[src/linear_blend_vertex_skinning_assert.svh]
// assertion macros for the skinning block
`ifndef LINEAR_BLEND_VERTEX_SKINNING_ASSERT_SVH
`define LINEAR_BLEND_VERTEX_SKINNING_ASSERT_SVH
// property a implies b on the next clock
`define LBS_ASSERT_NEXT(label, clk, rst, a, b) \
   label: assert property (@(posedge clk) disable iff (rst) (a) |=> (b)) \
      else $error("assertion failed");
// property a implies b in the same clock
`define LBS_ASSERT_SAME(label, clk, rst, a, b) \
   label: assert property (@(posedge clk) disable iff (rst) (a) |-> (b)) \
      else $error("assertion failed");
`endif

[src/lbs_pkg.sv]
// shared types and constants for the skinning block
package lbs_pkg;
   localparam int NumBonesDefault  = 128;
   localparam int InfluencesDefault = 4;
   localparam int WordsPerBone     = 16;
   localparam int MinTotalWeight   = 33;
   localparam int AccWidth         = 100;

   typedef enum logic [0:0] {
      FUNC_WRITE = 1'b0,
      FUNC_SKIN  = 1'b1
   } func_type;

   typedef enum logic [2:0] {
      ST_IDLE,
      ST_READ,
      ST_MUL,
      ST_ACC,
      ST_ACC_HIGH,
      ST_DONE
   } state_type;

   // controller to datapath
   typedef struct packed {
      logic load;       // capture request item
      logic write_mem;  // perform matrix word write
      logic read;       // issue read of the current word
      logic mul;        // multiply stage
      logic acc;        // accumulate lower partial product
      logic acc_high;   // accumulate upper partial product
      logic clear;      // clear accumulators
      logic finish;     // form result
   } cmd_type;

   // datapath to controller
   typedef struct packed {
      logic is_write;
      logic active;      // current influence counts
   } status_type;
endpackage

[src/lbs_ctrl.sv]
// controller state machine: sequences words, rows and influences
module lbs_ctrl
   import lbs_pkg::*;
#(
   parameter int INFLUENCES = InfluencesDefault
) (
   input  logic       clock,
   input  logic       reset,
   input  logic       req_valid,
   output logic       req_ready,
   output logic       rsp_valid,
   input  logic       rsp_ready,
   input  status_type status,
   output cmd_type    cmd,
   output logic [1:0] infl,
   output logic [1:0] row,
   output logic [1:0] col
);
   state_type state_ff, state_in;
   logic [1:0] infl_ff, infl_in, row_ff, row_in, col_ff, col_in;
   logic rsp_valid_ff, rsp_valid_in;

   localparam logic [1:0] LastInfl = 2'(INFLUENCES - 1);

   assign infl = infl_ff;
   assign row = row_ff;
   assign col = col_ff;
   assign rsp_valid = rsp_valid_ff;

   // state register
   always_ff @(posedge clock) begin
      if (reset) begin
         state_ff <= ST_IDLE;
         infl_ff <= '0;
         row_ff <= '0;
         col_ff <= '0;
         rsp_valid_ff <= 1'b0;
      end else begin
         state_ff <= state_in;
         infl_ff <= infl_in;
         row_ff <= row_in;
         col_ff <= col_in;
         rsp_valid_ff <= rsp_valid_in;
      end
   end

   // next state; each word steps through read, multiply, low and high accumulate
   always_comb begin
      state_in = state_ff;
      infl_in = infl_ff;
      row_in = row_ff;
      col_in = col_ff;
      rsp_valid_in = rsp_valid_ff;
      cmd = '0;
      req_ready = 1'b0;
      if (rsp_valid_ff && rsp_ready) rsp_valid_in = 1'b0;
      case (state_ff)
         ST_IDLE: begin
            req_ready = 1'b1;
            if (req_valid) begin
               cmd.load = 1'b1;
               cmd.clear = 1'b1;
               infl_in = '0;
               row_in = '0;
               col_in = '0;
               state_in = ST_READ;
            end
         end
         ST_READ: begin
            if (status.is_write) begin
               cmd.write_mem = 1'b1;
               state_in = ST_IDLE;
            end else if (!status.active) begin
               if (infl_ff == LastInfl) state_in = ST_DONE;
               else infl_in = infl_ff + 2'd1;
            end else begin
               cmd.read = 1'b1;
               state_in = ST_MUL;
            end
         end
         ST_MUL: begin
            cmd.mul = 1'b1;
            state_in = ST_ACC;
         end
         ST_ACC: begin
            cmd.acc = 1'b1;
            state_in = ST_ACC_HIGH;
         end
         ST_ACC_HIGH: begin
            cmd.acc_high = 1'b1;
            state_in = ST_READ;
            col_in = col_ff + 2'd1;
            if (col_ff == 2'd3) begin
               col_in = '0;
               row_in = row_ff + 2'd1;
               if (row_ff == 2'd2) begin
                  row_in = '0;
                  if (infl_ff == LastInfl) state_in = ST_DONE;
                  else infl_in = infl_ff + 2'd1;
               end
            end
         end
         ST_DONE: begin
            if (!rsp_valid_ff || rsp_ready) begin
               cmd.finish = 1'b1;
               rsp_valid_in = 1'b1;
               state_in = ST_IDLE;
            end
         end
         default: state_in = ST_IDLE;
      endcase
   end
endmodule

[config.mk]
export PLATFORM = sky130hd
export DESIGN_NAME = lbs_ctrl
export DESIGN_NICKNAME = d
export VERILOG_FILES = /design/src/linear_blend_vertex_skinning_assert.svh /design/src/lbs_pkg.sv /design/src/lbs_ctrl.sv
export SDC_FILE = /design/constraint.sdc
export NUM_CORES = 1
export LEC_CHECK = 0
export BUFFER_PORTS_ARGS = -buffer_cell sky130_fd_sc_hd__buf_2
export CORE_MARGIN = 1.5
export CORE_UTILIZATION = 50
export CTS_BUF_LIST = sky130_fd_sc_hd__clkbuf_8
export DETAILED_ROUTE_END_ITERATION = 10
export PLACE_DENSITY = 0.86
export SETUP_SLACK_MARGIN = 0.3
export SKIP_CTS_REPAIR_TIMING = 1
export SLEW_MARGIN = 10
export SYNTH_ARGS = -nofsm -noshare
export SYNTH_HDL_FRONTEND = slang
export SYNTH_SLANG_ARGS = --single-unit
[constraint.sdc]
create_clock -name clock -period 2.4 [get_ports clock]
set_clock_uncertainty 0.05 [all_clocks]
set_input_delay 0.48 -clock clock [delete_from_list [all_inputs] [get_ports clock]]
set_output_delay 0.48 -clock clock [all_outputs]
set_load 0.1 [all_outputs]
==> impl_metrics.csv <==
group,metric,value,unit
global_routing,first_pass_grt_wire_length,2.57,mm
min_path,min_from,"infl[0]",
yosys,synth_nets,83,
yosys,async_reset_ff_frac,0,
critical_path,path_class,"flop to output port",
critical_path,family_with_the_most_delay_on_the_worst_path,"buffers and inverters",
floorplan,initial_core_util,0.567,
critical_path,regToRegStartpoint,"infl[0]",
sta,hold-worst-slack,0.458,ns
sta,max_slew.worst_pin.slew,0.488,ns
layout,fraction_of_layout_instances_using_a_drive_strength_above_1,0.406,
drt,drt_pass1_iterations,4,
sta,rsz0062_at_grt,"true",
floorplan,top_level_ports,22,
critical_path,crit_path_top_delay_cell,"dfxtp_1",
clock_tree,cts_tree,"yes",
placed_design,detailed_place_hpwl,1.16,mm
critical_path,critical_path_arrival,1.65,ns
clock_tree,cts.reportedPaths.clkPinSlew,0.05,ns
yosys,yosys-top-cells-count,"10 x dfxtp_1, 9 x nor2_1, 5 x a21oi_1, 5 x o21ai_0, 4 x and2_1",
global_routing,globalRouteOverflowTotal,0,
clock_tree,clock-sinks,10,
sta,timing.fmax,459,MHz
sta,timing.max_slew.rel_slack,0.677,
yosys,yosys.area.top_type_share,0.305,
clock_tree,cts-buffers-inserted,3,
drt,drt.antenna.violating_nets,0,
drt,dr_total_vias,651,
yosys,ys_ff_latch,10,
yosys,synthDominantAreaCellType,"dfxtp_1",
outcome,outcome,"completed",
sta,min_period_over_period,0.907,
clock_tree,h-tree-depth,1,
drt,post-route-drc-count,0,
critical_path,timing.critical_path.buf_inv,2,
min_path,hold_path_class,"flop to flop",
floorplan,die_x,39.2,um
critical_path,crit_chain,"buf_4 -> nor2b_4 -> nor3b_2 -> clkbuf_4",
critical_path,crit_required,1.87,ns
critical_path,critical-path-max-stage-delay,0.43,ns
clock_tree,ctsRootBufferMaster,"clkbuf_8",
drt,route.detailed.vias_per_inst,5.92,
critical_path,cp-end-kind,"output port",
layout,final_net_count,105,
layout,layout-area-overhead-vs-synth,29.6,%
yosys,synth_cell_types,35,
yosys,synth.yosys.seq_area_share,0.305,
critical_path,worstSetupStartpointType,"flop",
pwr,vdd_ir_drop_max,0.676,mV
floorplan,fp.dieArea,1540,um2
clock_tree,ctsLongestPathBuffers,2,
yosys,synth_edf_count,0,
floorplan,placement_rows,12,
layout,filler_cell_count,89,
sta,setup_viol_count_final,0,
layout,num_antenna_cells,0,
critical_path,timing.critical_path.from,"state_ff[0]",
sta,report.final.hold_viol_count,0,
yosys,ys_dominant_reg_cell,"dfxtp_1",
drt,drt-initial-drc-count,9,
pwr,total_leakage_power,0.000382,uW
sta,post-route-min-period,2.18,ns
yosys,syn-instance-count,75,
drt,wirelength,1.59,mm
drt,wire_per_inst,14.5,um
sta,fin_setup_tns,0,ns
placed_design,port_buffer_cells,21,
placed_design,gp_congestion,0.760,
job,cap_viol_max_count,0,
yosys,postSynthAreaPerCell,8.74,um2
global_routing,grt_pass1_vias,615,
pwr,p_total,540,uW
global_routing,antenna_violations_before_repair,0,
critical_path,worstPathMaxFanout,6,
sta,slew_viol_final,0,
yosys,synthesis.yosys.warnings,0,
global_routing,grt_start_max_net_pins,18,
global_routing,grt_util_all_layers,0.251,
floorplan,core_region_area,1160,um2
floorplan,die_height,39.2,um
yosys,synthMostInstantiatedCell,"dfxtp_1",
pwr,power-per-cell-area,636,nW/um2
clock_tree,worstSkewPairLatency,0.23,ns
yosys,synth.cell_area,656,um2
yosys,most_area_consuming_cells_after_synthesis,"dfxtp_1 31%, nor2_1 5.2%, nor2b_4 4.2%, a21oi_1 3.8%, and2_1 3.8%",
## stage by stage
step                cell area, um2  std cells  utilization  setup WS (ns)
finish                         850        110        0.735          0.224
global placement               774        106        0.670          0.453
detailed placement             774        106        0.670          0.418
global route                   850        110        0.735          0.133
CTS                            830        110        0.718          0.168
floorplan                      702         75            -         -0.128
## path summary, 6_finish.rpt
| check | endpoint | slack (ns) | cells past startpoint |
|---|---|---|---|
| worst max register to register | infl[1] | 0.87 | 5 |
| worst max-delay path | cmd[5] | 0.22 | 4 |
| worst min register to register | infl[0] | 0.46 | 2 |
| worst min-delay path | infl[0] | 0.46 | 2 |
## metal layers
metal  routed length, um  global-route usage  vias to the layer above
met4                  15              0.0690                        0
li1                    -                   -                      316
met2                 827               0.463                       24
met1                 658               0.261                      307
met5                   0                   0                        -
met3                  89              0.0925                        4
## cell usage in the layout (no fill, tap or decap), types with 2 or more instances in the layout
cell type,n
buf_2,15
nor2_1,9
dfxtp_1,8
o21ai_0,5
a21oi_1,5
clkbuf_8,4
clkbuf_4,4
and2_1,3
nor2b_4,3
a22oi_1,3
nand2b_1,2
mux2i_1,2
nor3_1,2
nor4_1,2
o21ba_2,2
and4b_1,2
ha_1,2
buf_4,2
dfxtp_2,2
## cells by family (layout without fill, tap and decap cells)
kind of cell,count (synthesis),after routing,share of synthesized area
flip-flops,10,10,0.305
multiplexers,3,3,0.0477
AO/OA/AOI/OAI,19,19,0.187
AND/OR/NAND/NOR,36,36,0.363
adder cells (fa/ha/maj),2,2,0.0382
buffers and inverters,5,26,0.0591
## layout make-up
| class | count | area [um2] | area share |
|---|---|---|---|
| sequential | 10 | 203 | 0.239 |
| tap | 14 | 17.5 | 0.0206 |
| clock buffer | 4 | 55.1 | 0.0648 |
| multi-input combinational | 60 | 443 | 0.521 |
| timing repair buffer | 22 | 131 | 0.155 |
## power breakdown
| part | internal (uW) | switching (uW) | total [uW] |
|---|---|---|---|
| clock | 144 | 63.5 | 208 |
| sequential | 171 | 8.67 | 180 |
| combinational | 42.2 | 110 | 153 |
## tightest hold or removal path: stages, from the launching register on
cell     delay [ns]
dfxtp_1        0.32
o21ai_0        0.08
a21oi_1        0.06
## flip-flops by register name, summed over array words and instances (netlist names)
register	count
infl	2
rsp_valid	1
col	2
row	2
state_ff	3
(Power assumes the default switching activity.)
